## config.mk

```make
export PLATFORM = sky130hd
export DESIGN_NAME = v4alu_sqrt_stage
export DESIGN_NICKNAME = d
export VERILOG_FILES = /design/src/sv/v4alu_pkg.sv /design/src/sv/v4alu_sqrt_stage.sv
export SDC_FILE = /design/constraint.sdc
export NUM_CORES = 1
export LEC_CHECK = 0
export CAP_MARGIN = 30
export CORE_AREA = 10 10 354 356
export DETAILED_ROUTE_END_ITERATION = 8
export DIE_AREA = 0 0 364 366
export DONT_BUFFER_PORTS = 1
export GPL_ROUTABILITY_DRIVEN = 0
export PLACE_DENSITY_LB_ADDON = 0.25
export RECOVER_POWER = 100
export SKIP_CTS_REPAIR_TIMING = 1
export SLEW_MARGIN = 25
export SYNTH_ARGS = -nofsm -noshare
export SYNTH_HDL_FRONTEND = slang
export SYNTH_SLANG_ARGS = --single-unit
```

## constraint.sdc

```tcl
create_clock -name clock -period 13.4 [get_ports clock]
set_clock_uncertainty 0.05 [all_clocks]
set_input_delay 2.68 -clock clock [delete_from_list [all_inputs] [get_ports clock]]
set_output_delay 2.68 -clock clock [all_outputs]
set_load 0.01 [all_outputs]
```

## src/sv/v4alu_pkg.sv

```systemverilog
`default_nettype none
package v4alu_pkg;

   localparam int WORD_W        = 32;
   localparam int LANES         = 4;
   localparam int FRAC_BITS_DEF = 16;
   localparam int ACC_W         = 2 * WORD_W + 2;

   // square root of the 64-bit sum of squares, two radicand bits per step
   localparam int RAD_W          = 2 * WORD_W;
   localparam int ROOT_W         = WORD_W;
   localparam int REM_W          = ROOT_W + 1;
   localparam int SQRT_PER_STAGE = 4;
   localparam int SQRT_STAGES    = (ROOT_W + SQRT_PER_STAGE - 1) / SQRT_PER_STAGE;

   // restoring divide, one quotient bit per step
   localparam int QUOT_W        = WORD_W + 1;
   localparam int DIV_PER_STAGE = 4;
   localparam int DIV_STAGES    = (QUOT_W + DIV_PER_STAGE - 1) / DIV_PER_STAGE;

   localparam logic [3:0] FUNC_ADD   = 4'd0;
   localparam logic [3:0] FUNC_SUB   = 4'd1;
   localparam logic [3:0] FUNC_SCALE = 4'd2;
   localparam logic [3:0] FUNC_DIV   = 4'd3;
   localparam logic [3:0] FUNC_DOT   = 4'd4;
   localparam logic [3:0] FUNC_MAG   = 4'd5;
   localparam logic [3:0] FUNC_NORM  = 4'd6;
   localparam logic [3:0] FUNC_EQ    = 4'd7;
   localparam logic [3:0] FUNC_NEAR  = 4'd8;

   localparam logic [1:0] ST_OK   = 2'd0;
   localparam logic [1:0] ST_DIV0 = 2'd1;
   localparam logic [1:0] ST_SAT  = 2'd2;

   // results settled early plus operands the divider still needs
   typedef struct packed {
      logic [3:0]                    func;
      logic [LANES-1:0][WORD_W-1:0]  vec;
      logic [WORD_W-1:0]             scal;
      logic                          flag;
      logic                          sat;
      logic [LANES-1:0][WORD_W-1:0]  a_mag;
      logic [LANES-1:0]              a_neg;
      logic [WORD_W-1:0]             s_mag;
      logic                          s_neg;
   } side_type;

   typedef struct packed {
      logic [RAD_W-1:0]  rad;
      logic [REM_W-1:0]  rem;
      logic [ROOT_W-1:0] root;
      logic              big;
   } sq_type;

   typedef struct packed {
      logic [LANES-1:0][QUOT_W-1:0] rem;
      logic [LANES-1:0][QUOT_W-1:0] quot;
      logic [LANES-1:0][QUOT_W-1:0] nlo;
      logic [LANES-1:0]             ovf;
      logic [QUOT_W-1:0]            dvs;
      logic [QUOT_W-1:0]            mag;
   } dv_type;

endpackage
`default_nettype wire

```

## src/sv/v4alu_sqrt_stage.sv

```systemverilog
`default_nettype none
module v4alu_sqrt_stage #(
   parameter int STEPS = v4alu_pkg::SQRT_PER_STAGE
) (
   input  logic                clock,
   input  logic                reset,
   input  logic                en,
   input  logic                in_valid,
   input  v4alu_pkg::side_type in_side,
   input  v4alu_pkg::sq_type   in_sq,
   output logic                out_valid,
   output v4alu_pkg::side_type out_side,
   output v4alu_pkg::sq_type   out_sq
);
   import v4alu_pkg::*;

   sq_type             stp [STEPS+1];
   logic [REM_W+1:0]   rem_n [STEPS];
   logic [REM_W+1:0]   trial [STEPS];
   sq_type             sq_in;

   always_comb begin
      stp[0] = in_sq;
      for (int k = 0; k < STEPS; k++) begin
         rem_n[k] = {stp[k].rem, stp[k].rad[RAD_W-1 -: 2]};
         trial[k] = (REM_W+2)'({stp[k].root, 2'b01});
         stp[k+1] = stp[k];
         stp[k+1].rad = {stp[k].rad[RAD_W-3:0], 2'b00};
         if (rem_n[k] >= trial[k]) begin
            stp[k+1].rem  = REM_W'(rem_n[k] - trial[k]);
            stp[k+1].root = {stp[k].root[ROOT_W-2:0], 1'b1};
         end else begin
            stp[k+1].rem  = rem_n[k][REM_W-1:0];
            stp[k+1].root = {stp[k].root[ROOT_W-2:0], 1'b0};
         end
      end
      sq_in = stp[STEPS];
   end

   always_ff @(posedge clock) begin
      if (reset) begin
         out_valid <= 1'b0;
      end else if (en) begin
         out_valid <= in_valid;
      end
   end

   always_ff @(posedge clock) begin
      if (en) begin
         out_side <= in_side;
         out_sq   <= sq_in;
      end
   end

endmodule
`default_nettype wire

```

Yosys cells after proc, flatten, opt, wreduce, memory -nomap -nowiden
Cells that the tools add are included.
Storage, ports and cells
  register bits after elaboration: 454
  latch bits: 0
  RAM bits: 0
  memory bits (read-only): 0
  bits of input ports: 465
  output and inout port bits: 462
  word-level logic and storage cells: 32
  memories kept: 0
Cells by class
  add/sub/neg operators: 4
  multipliers: 0
  divide/modulo/power cells: 0
  $lt $le $gt $ge: 4
  eq/ne operators: 0
  shifts and indexed selects: 0
  muxes and demuxes: 4
  bitwise operators: 0
  reduce and logical (&&, ||, !) cells: 0
Operator list (number)
  65-bit 2-to-1 mux: 4
  35-bit by 34-bit greater-or-equal comparator with 1-bit output: 4
  33-bit subtractor: 4

Logic depth before layout (Yosys ltp)
Gate-level depths: netlist of run 1.
  depth in word-level cells: 8
  gate-level depth with buffers: 62
  depth with buffers taken out: 56

Worst setup path before layout of run 1
Ideal clock, no wire load.
  path type: input to register
  start: in in_sq[21] (netlist name)
  end: reg out_sq[59] (netlist name), data pin
  setup time: 0.260 ns
  arrival time: 13.365 ns
  required time: 13.090 ns
  slack: -0.275 ns
  stages: 60
  buffers on the path: 11
  cell sequence: inv_1 -> ha_1 -> buf_2 -> a21oi_2 -> o21ai_1 -> a2111oi_0 -> nand3_1 -> or3_1 -> buf_6 -> inv_2 -> buf_2 -> clkbuf_1 -> nand2_1 -> o31ai_1 -> ha_1 -> clkbuf_1 -> a21oi_1 -> a21boi_0 -> (+24 left out) -> buf_6 -> clkbuf_1 -> nor2_1 -> a21oi_1 -> ha_1 -> a21o_1 -> a21o_1 -> a21o_1 -> a221o_1 -> a21oi_1 -> o21bai_1 -> or3_1 -> and4bb_2 -> o31ai_2 -> a41oi_1 -> o21a_1 -> xnor2_1 -> mux2_4
RTL lines
  start: declaration: RTL line v4alu_sqrt_stage.sv:10  | input v4alu_pkg::sq_type in_sq,
  end signal: assignment: RTL line v4alu_sqrt_stage.sv:51  | out_sq <= sq_in;
  end: declaration: RTL line v4alu_sqrt_stage.sv:13  | output v4alu_pkg::sq_type out_sq

==> flow_summary.yaml, run 1 <==
clock_tree:
  clock_latency_ps: 660
  clk_pin_slew_ps: 60
  root_buffer: "clkbuf_16"
  htree_levels: 2
  clockBufferDepth: 3
  cts_tree: "yes"
  numCtsBuffers: 54
  cts.sinks: 454
timing:
  setup_slack_ps: 483.4
  hold_viol: 0
  period_share_pct: 96.39
  worst_pin_slew_ps: 786.3
  drv_slew: 0
  slew_headroom_pct: 47.58
  setup_viol_count_final: 0
  fmax_mhz: 77.42
  min_period_ps: 12920
final_layout:
  nFillCells: 12190
  final_cell_area_sq_um: 30400
  ff_latch_area_sq_um: 13620
  syn2layout_area_growth_pct: 33.94
  drive_gt1_share_pct: 29.41
  final_nets: 2917
  instances_no_fill: 3953
  multiInputGateArea_sq_um: 8577
grt:
  grt_first_pass_wirelength_um: 189300
  grt_overflow: 0
  track_usage_pct: 21.64
  antenna_found_initial: 122
  grt_start_max_net_pins: 455
  grt_pass1_vias: 17630
floorplanning:
  row_count: 126
  die_x_um: 364
  start_util_pct: 19.27
  die_h_um: 366
  die_area_sq_um: 133200
  core-area_sq_um: 117800
  pin_count: 927
logic_synthesis:
  synth_area_leaders: "edfxtp_1 60%, ha_1 7.5%, a21oi_1 4.2%, xnor2_1 2.9%, a21o_1 2.3%"
  syn-cell-area_sq_um: 22690
  synth-compound-area-share_pct: 14.44
  synth-simple-area-share_pct: 8.551
  async_flop_share_pct: 0
  yosysMostFrequentCell: "edfxtp_1"
  yosys.area_share.adder_pct: 7.498
  avgSynthCellArea_sq_um: 12.59
  synth.area.mux_share_pct: 2.056
  synth_cell_type_count: 82
  synthXorXnorAreaFrac_pct: 4.593
  yosysWarningCount: 0
  synthCells: 1802
  synth_top_area_cell: "edfxtp_1"
  synth_top_area_share_pct: 59.94
  synth-seq-cells: 454
  synth_common_cells: "453 x edfxtp_1, 190 x a21oi_1, 136 x ha_1"
  ys.flop_type: "edfxtp_1"
  synth_top_family_by_area: "compound AO/OA/AOI/OAI gates"
  seq_area_frac_synth_pct: 60.03
  synth_edf_count: 453
setup_path:
  crit_type: "in2reg"
  worstSetupStartpointType: "primary input"
  slowest_delay_ps: 450
  end_kind: "register"
  slowest_stage: "or3_1"
  crit_required_ps: 13750
  cp_top_family: "compound AO/OA/AOI/OAI gates"
  critPathMostFrequentCell: "a21o_1"
  path_depth: 49
  reg2reg_depth: 2
  cp.arrival_ps: 13270
  rr_startpoint: "out_valid"
  startpoint: "in_sq[21]"
  worst-path-max-fanout: 9
  path_buf_inv: 5
power:
  power.density_nw_per_um2: 274.1
  p_leak_nw: 12.03
  peakVddDrop_uv: 130.9
route:
  viasPerCell: 4.594
  drt-total-wl_um: 151800
  drcViolationCount: 0
  wl_per_cell_um: 38.40
  drt-initial-drc-count: 1485
  ant_nets: 0
  drtPass1Iterations: 5
  dr_total_vias: 18160
worst_hold_path:
  hp-start: "out_valid"
  hold_depth: 2
  holdCritPathClass: "reg2reg"
placed_design:
  place_ws_ps: -799.6
  dp.cells: 3792
  dpl-instance-area_sq_um: 28220
  port_buffers: 0
  hpwl_um: 129800
run:
  maxCapViolCount: 0
status:
  status: "completed"
## registers in the layout, indices dropped and copies added, names as in the netlist
register and flops:
out_side 331, out_sq 122, out_valid 1
## worst paths after layout
check | to | slack, ps
hold reg to reg | out_valid | 520
hold / removal | out_valid | 520
setup reg to reg | out_valid | 12690
setup / recovery | out_sq[65] | 480
## power by group
part	total, mW	internal, mW	switching, mW	leakage, nW
Sequential	2.14	1.86	0.283	4.44
Clock	1.58	0.895	0.681	0.912
Combinational	4.62	2.28	2.34	6.68
## cells in the final DEF, fill, tap and decap left out, types with 32 or more instances in the layout
master / count
a21o_1: 70
a21oi_1: 184
buf_4: 507
clkbuf_16: 55
diode_2: 57
edfxtp_1: 453
ha_1: 135
inv_1: 74
nand2_1: 92
nand4_1: 35
nor2_1: 127
o21ai_0: 84
o21bai_1: 32
xnor2_1: 74
xor2_1: 45
## layout make-up
type,instances,share of cell area (%)
diodes,57,0.4693
clock buffers,60,4.590
clock inverters,40,1.511
inverters,79,1.008
multi-input cells,1210,28.22
flip-flops and latches,454,44.82
well taps,1536,6.323
repair buffers,517,13.06
## routing by layer
layer | track usage, % | vias to the layer above | routed length (um)
met5 | 0 | - | 428
met4 | 3.475 | 70 | 2685
met3 | 11.74 | 213 | 20340
met2 | 35.21 | 892 | 69510
met1 | 25.29 | 9071 | 58840
li1 | - | 7915 | -
## worst min-delay path, delay by kind of cell, from the launching register on
kind | cells | cell delay, ps
muxes | 1 | 130
and+or+nand+nor | 1 | 50
DFF | 1 | 350
## stage by stage
step                hold slack (ps)  util (%)  setup TNS, ps  power, mW
finish                        523.0     25.81              0      8.332
detailed placement            525.0     23.96         -19930      6.692
global placement              510.4     23.96         -18960      6.732
CTS                           533.5     25.54         -266.0      8.352
floorplan                     477.9         -              0      4.362
global route                  565.0     25.71         -372.4      8.800
## kinds of logic (layout without fill, tap and decap cells)
family | count (synthesis) | after routing
xor+xnor | 119 | 119
fa+ha+maj | 136 | 136
other cells | 1 | 65
flops | 454 | 454
mux | 38 | 38
buf+inv | 145 | 696
simple gates | 398 | 398
compound gates | 511 | 511
No activity file was read; power rests on OpenSTA's default activity.
==> inputs of run 2 (changes only) <==
Settings changed: ABC_AREA set to 1, CORE_AREA 10 10 354 356 to 10 10 352 354, DIE_AREA 0 0 364 366 to 0 0 362 364.
==> run 2 against run 1 <==
  * Register-to-register slack hardly changed
  * Sequential share of layout area rose by 6.1 points
  * Core utilization fell by 3.0 points
  * Largest cell class unchanged
  * Total power fell by 14%
  * Combinational power shrank 26%
  * Design area is 12% lower
  * Synthesized cell count rose by 14%
  * Sequential power about the same
  * Flip-flop and latch count is the same
  * Die area fell by 1.1%
  * Critical endpoint is now out_sq[59]
==> flow_summary.yaml, run 2 <==
setup_path:
  end_kind: "register"
  r2r_slack_ps: 12700
  crit_type: "in2reg"
  crit_required_ps: 13730
  cp.arrival_ps: 12800
  slowest_delay_ps: 460
  worstSetupStartpointType: "primary input"
  reg2reg_to: "out_valid"
  startpoint: "in_sq[2]"
  critPathMostFrequentCell: "nand2_1"
  endpoint: "out_sq[59]"
  slowest_stage: "ha_1"
  worst-path-max-fanout: 26
  rr_startpoint: "out_valid"
  reg2reg_depth: 2
floorplanning:
  die_area_sq_um: 131800
  start_util_pct: 19.20
  die_h_um: 364
  die_x_um: 362
  core-area_sq_um: 117100
  pin_count: 927
  row_count: 126
clock_tree:
  htree_levels: 2
  numCtsBuffers: 57
  clk_pin_slew_ps: 60
  clock_latency_ps: 650
  clockBufferDepth: 3
  cts_tree: "yes"
  cts.sinks: 454
  root_buffer: "clkbuf_16"
grt:
  track_usage_pct: 19.83
  grt_pass1_vias: 16410
  antenna_found_initial: 122
  grt_overflow: 0
  grt_start_max_net_pins: 455
  grt_first_pass_wirelength_um: 171600
logic_synthesis:
  synth_common_cells: "453 x edfxtp_1, 435 x nand2_1, 200 x inv_1"
  synth_top_area_cell: "edfxtp_1"
  yosys.area_share.adder_pct: 7.567
  synth_top_family_by_area: "simple AND/OR/NAND/NOR gates"
  synth_area_leaders: "edfxtp_1 60%, ha_1 7.6%, nand2_1 7.3%, a21oi_1 3.6%, o21ai_0 3.5%"
  syn-cell-area_sq_um: 22490
  ys.flop_type: "edfxtp_1"
  synthCells: 2054
  synth_top_area_share_pct: 60.49
  synth-compound-area-share_pct: 9.943
  synth_cell_type_count: 61
  synthXorXnorAreaFrac_pct: 4.012
  synth-simple-area-share_pct: 13.48
  yosysWarningCount: 0
  seq_area_frac_synth_pct: 60.58
  async_flop_share_pct: 0
  yosysMostFrequentCell: "edfxtp_1"
  synth-seq-cells: 454
  avgSynthCellArea_sq_um: 10.95
  synth.area.mux_share_pct: 0.04451
  synth_edf_count: 453
timing:
  worst_pin_slew_ps: 1055
  rsz0062_at_grt: "no"
  drv_slew: 0
  setup_viol_count_final: 0
  period_share_pct: 93.04
  hold_viol: 0
  min_period_ps: 12470
  setup_tns_ps: 0
  fmax_mhz: 80.21
  slew_headroom_pct: 29.64
power:
  peakVddDrop_uv: 140.2
  p_leak_nw: 10.29
  power.density_nw_per_um2: 268.2
final_layout:
  multiInputGateArea_sq_um: 7909
  final_cell_mix: "453 x edfxtp_1, 436 x nand2_1, 200 x inv_1"
  ff_latch_area_sq_um: 13620
  top_register: "out_side"
  post-route-util_pct: 22.85
  largest_reg_flops: 331
  final_nets: 2759
  nFillCells: 12590
  syn2layout_area_growth_pct: 19.04
  drive_gt1_share_pct: 9.442
  reg.largest.list: "out_side x331, out_sq x122, out_valid x1"
  layout_commonest_cell: "edfxtp_1"
placed_design:
  hpwl_um: 117700
  port_buffers: 0
status:
  status: "completed"
route:
  drt-initial-drc-count: 1756
  ant_nets: 0
  dr_total_vias: 16950
  wl_per_cell_um: 36.68
  drt-total-wl_um: 138000
  drtPass1Iterations: 8
  viasPerCell: 4.505
  drcViolationCount: 0
worst_hold_path:
  holdCritPathClass: "reg2reg"
run:
  maxCapViolCount: 0
run 2: worst max-delay path: cells and delay by family:
family	cells	cell delay (ps)
adder cells (fa/ha/maj)	4	1570
AND/OR/NAND/NOR	27	3790
XOR/XNOR	1	140
buffers and inverters	14	1890
AO/OA/AOI/OAI	14	2710
run 2: cell families (layout without fill, tap and decap cells):
family	count (synthesis)	count (layout)
compound gates	405	405
flops	454	454
fa+ha+maj	136	136
other cells	1	32
buf+inv	239	381
mux	1	1
xor+xnor	103	103
simple gates	715	715
run 2: how the worst min path moves through the flow:
stage,start,to,slack (ps),cells after the start
after floorplan,out_valid,out_valid,480,2
after global placement,out_valid,out_valid,510,2
after detailed placement,out_valid,out_valid,510,2
after CTS,out_valid,out_valid,530,2
after global routing,out_valid,out_valid,560,2
final,out_valid,out_valid,530,2
run 2: layer usage:
| layer | up-vias | part of all wire (%) | wire length [um] | GRT usage, % |
|---|---|---|---|---|
| met4 | 46 | 2.2 | 2992 | 3.642 |
| met1 | 8285 | 34 | 46660 | 20.36 |
| met3 | 195 | 15 | 20680 | 12.48 |
| li1 | 7468 | - | - | - |
| met5 | - | 0.22 | 299 | 0 |
| met2 | 960 | 49 | 67390 | 34.30 |
run 2: layout make-up:
type / count / share of cell area (%)
Sequential cell: 454 / 50.89
Timing Repair Buffer: 71 / 2.038
Tap cell: 1536 / 7.179
Multi-Input combinational cell: 1368 / 29.54
Clock inverter: 35 / 1.650
Antenna cell: 24 / 0.2244
Inverter: 206 / 2.898
Clock buffer: 69 / 5.576
run 2: per-stage QoR:
| step | hold slack [ps] | worst slack, ps | area [sq um] | power, mW | cells |
|---|---|---|---|---|---|
| after floorplan | 477.9 | 2681 | 22510 | 4.201 | 2061 |
| after global placement | 514.4 | 346.5 | 24790 | 5.619 | 3635 |
| after detailed placement | 513.3 | 334.6 | 24790 | 5.589 | 3635 |
| after CTS | 525.0 | 1017 | 26720 | 7.262 | 3739 |
| after global routing | 561.1 | 53.71 | 26710 | 7.718 | 3741 |
| final | 533.9 | 932.1 | 26770 | 7.180 | 3763 |
run 2: report_power, final:
group | internal [mW] | total, mW | switching, mW | leakage [nW]
logic | 1.24 | 3.40 | 2.16 | 4.92
registers | 1.85 | 2.16 | 0.309 | 4.44
clock network | 0.952 | 1.62 | 0.666 | 0.932
==> inputs of run 3 (changes only) <==
Settings changed: CTS_BUF_LIST set to sky130_fd_sc_hd__clkbuf_2 sky130_fd_sc_hd__clkbuf_4 sky130_fd_sc_hd__clkbuf_8, TNS_END_PERCENT set to 1.
==> run 3 against run 2 <==
  * Sequential share of layout area grew 0.24 points
  * Core utilization shrank 0.11 points
  * First-iteration DRC count shrank 5.8%
  * Wire length grew 0.82%
  * Largest power group unchanged
  * Setup slack gained 38 ps
  * Critical path type unchanged
  * Die area is the same
  * Sequential power is essentially flat
  * Combinational power is essentially flat
  * Clock-buffer cell count grew 40
  * Total power shrank 1.7%
  * Critical endpoint is now out_sq[35]
  * Flip-flop and latch count is the same
==> flow_summary.yaml, run 3 (synthesis results as in run 2) <==
final_layout:
  top_register: "out_side"
  drive_gt1_share_pct: 11.67
  instances_no_fill: 3821
  final_cell_mix: "453 x edfxtp_1, 436 x nand2_1, 201 x inv_1"
  largest_reg_flops: 331
  final_nets: 2790
  syn2layout_area_growth_pct: 18.48
  reg.largest.list: "out_side x331, out_sq x122, out_valid x1"
  layout_commonest_cell: "edfxtp_1"
  final_cell_area_sq_um: 26640
floorplanning:
  die_x_um: 362
  row_count: 126
  core-area_sq_um: 117100
  die_area_sq_um: 131800
  pin_count: 927
  die_h_um: 364
  start_util_pct: 19.20
clock_tree:
  cts.sinks: 454
  clockBufferDepth: 3
  numCtsBuffers: 88
  clock_latency_ps: 770
  htree_levels: 3
  root_buffer: "clkbuf_8"
  cts_tree: "yes"
  clk_pin_slew_ps: 50
power:
  power_mw: 7.057
  peakVddDrop_uv: 119.6
  power.density_nw_per_um2: 264.9
  p_leak_nw: 10.30
route:
  dr_total_vias: 17240
  drtPass1Iterations: 6
  drt-total-wl_um: 139200
  ant_nets: 0
  viasPerCell: 4.511
  wl_per_cell_um: 36.42
  drcViolationCount: 0
  drt-initial-drc-count: 1655
timing:
  setup_viol_count_final: 0
  hold_viol: 0
  worst_pin_slew_ps: 893.0
  rsz0062_at_grt: "no"
  min_period_ps: 12430
  drv_slew: 0
  setup_tns_ps: 0
  slew_headroom_pct: 40.40
  fmax_mhz: 80.45
  period_share_pct: 92.76
placed_design:
  port_buffers: 0
  hpwl_um: 117700
  dp.cells: 3635
  dpl-instance-area_sq_um: 24790
setup_path:
  startpoint: "in_sq[2]"
  crit_type: "in2reg"
  reg2reg_to: "out_valid"
  crit_required_ps: 13810
  cp_top_family: "simple AND/OR/NAND/NOR gates"
  reg2reg_depth: 2
  critPathMostFrequentCell: "nand2_1"
  path_depth: 58
  path_buf_inv: 13
  cp.arrival_ps: 12840
  worstSetupStartpointType: "primary input"
  endpoint: "out_sq[35]"
  slowest_stage: "ha_1"
  end_kind: "register"
  slowest_delay_ps: 470
  r2r_slack_ps: 12710
  rr_startpoint: "out_valid"
  worst-path-max-fanout: 26
grt:
  antenna_found_initial: 117
  track_usage_pct: 20.09
  grt_first_pass_wirelength_um: 173300
  grt_pass1_vias: 16790
  grt_start_max_net_pins: 455
  grt_overflow: 0
worst_hold_path:
  holdCritPathClass: "reg2reg"
run:
  maxCapViolCount: 0
status:
  status: "completed"
[run 3: cell count changes in the layout (fill, tap and decap cells not counted), moves of 2 or more]
cell,delta
buf_4,+4
diode_2,+8
clkinv_2,+10
inv_6,-2
clkbuf_16,-58
clkbuf_4,+20
bufinv_16,-2
clkinv_1,+6
clkbuf_2,-2
clkinv_4,-2
clkbuf_8,+88
clkbuf_1,-12
[run 3: worst min path at each step]
stage                         start        end  slack [ps]  cells after the start
after floorplan           out_valid  out_valid         480                      2
after global placement    out_valid  out_valid         510                      2
after detailed placement  out_valid  out_valid         510                      2
after CTS                 out_valid  out_valid         520                      2
after global routing      out_valid  out_valid         560                      2
final                     out_valid  out_valid         520                      2
[run 3: layer usage]
metal / share of wire [%] / vias to the layer above / track usage (%)
met5: 0.14 / - / 0
met4: 2.4 / 32 / 4.928
met3: 15 / 216 / 12.90
met2: 49 / 983 / 34.37
met1: 34 / 8463 / 20.31
li1: - / 7544 / -
[run 3: power breakdown]
| group | total [mW] | switching [mW] | leakage [nW] | internal [mW] |
|---|---|---|---|---|
| clock | 1.48 | 0.686 | 0.934 | 0.793 |
| combinational | 3.42 | 2.17 | 4.92 | 1.25 |
| sequential | 2.16 | 0.308 | 4.44 | 1.85 |
| total | 7.06 | 3.16 | 10.3 | 3.90 |
[run 3: worst min-delay path: stages, from the launching register on]
cell and delay, ps:
dfxtp_1 340, mux2i_1 140, nor2_1 50
[run 3: per-stage QoR]
stage	hold slack, ps	util (%)	setup WS [ps]
3_5_place_dp	513.3	21.16	334.6
3_3_place_gp	514.4	21.16	346.5
4_1_cts	523.2	22.68	1182
6_report	521.7	22.75	970.2
5_1_grt	559.1	22.69	119.3
2_1_floorplan	477.9	-	2681
[run 3: final cells by class]
| class | count | area [sq um] |
|---|---|---|
| sequential | 454 | 13620 |
| clock buffer | 109 | 1369 |
| inverter | 206 | 775.7 |
| clock inverter | 45 | 410.4 |
| tap | 1536 | 1922 |
| multi-input combinational | 1368 | 7909 |
| fill | 12610 | 90490 |
| timing repair buffer | 71 | 554.3 |
| antenna | 32 | 80.08 |
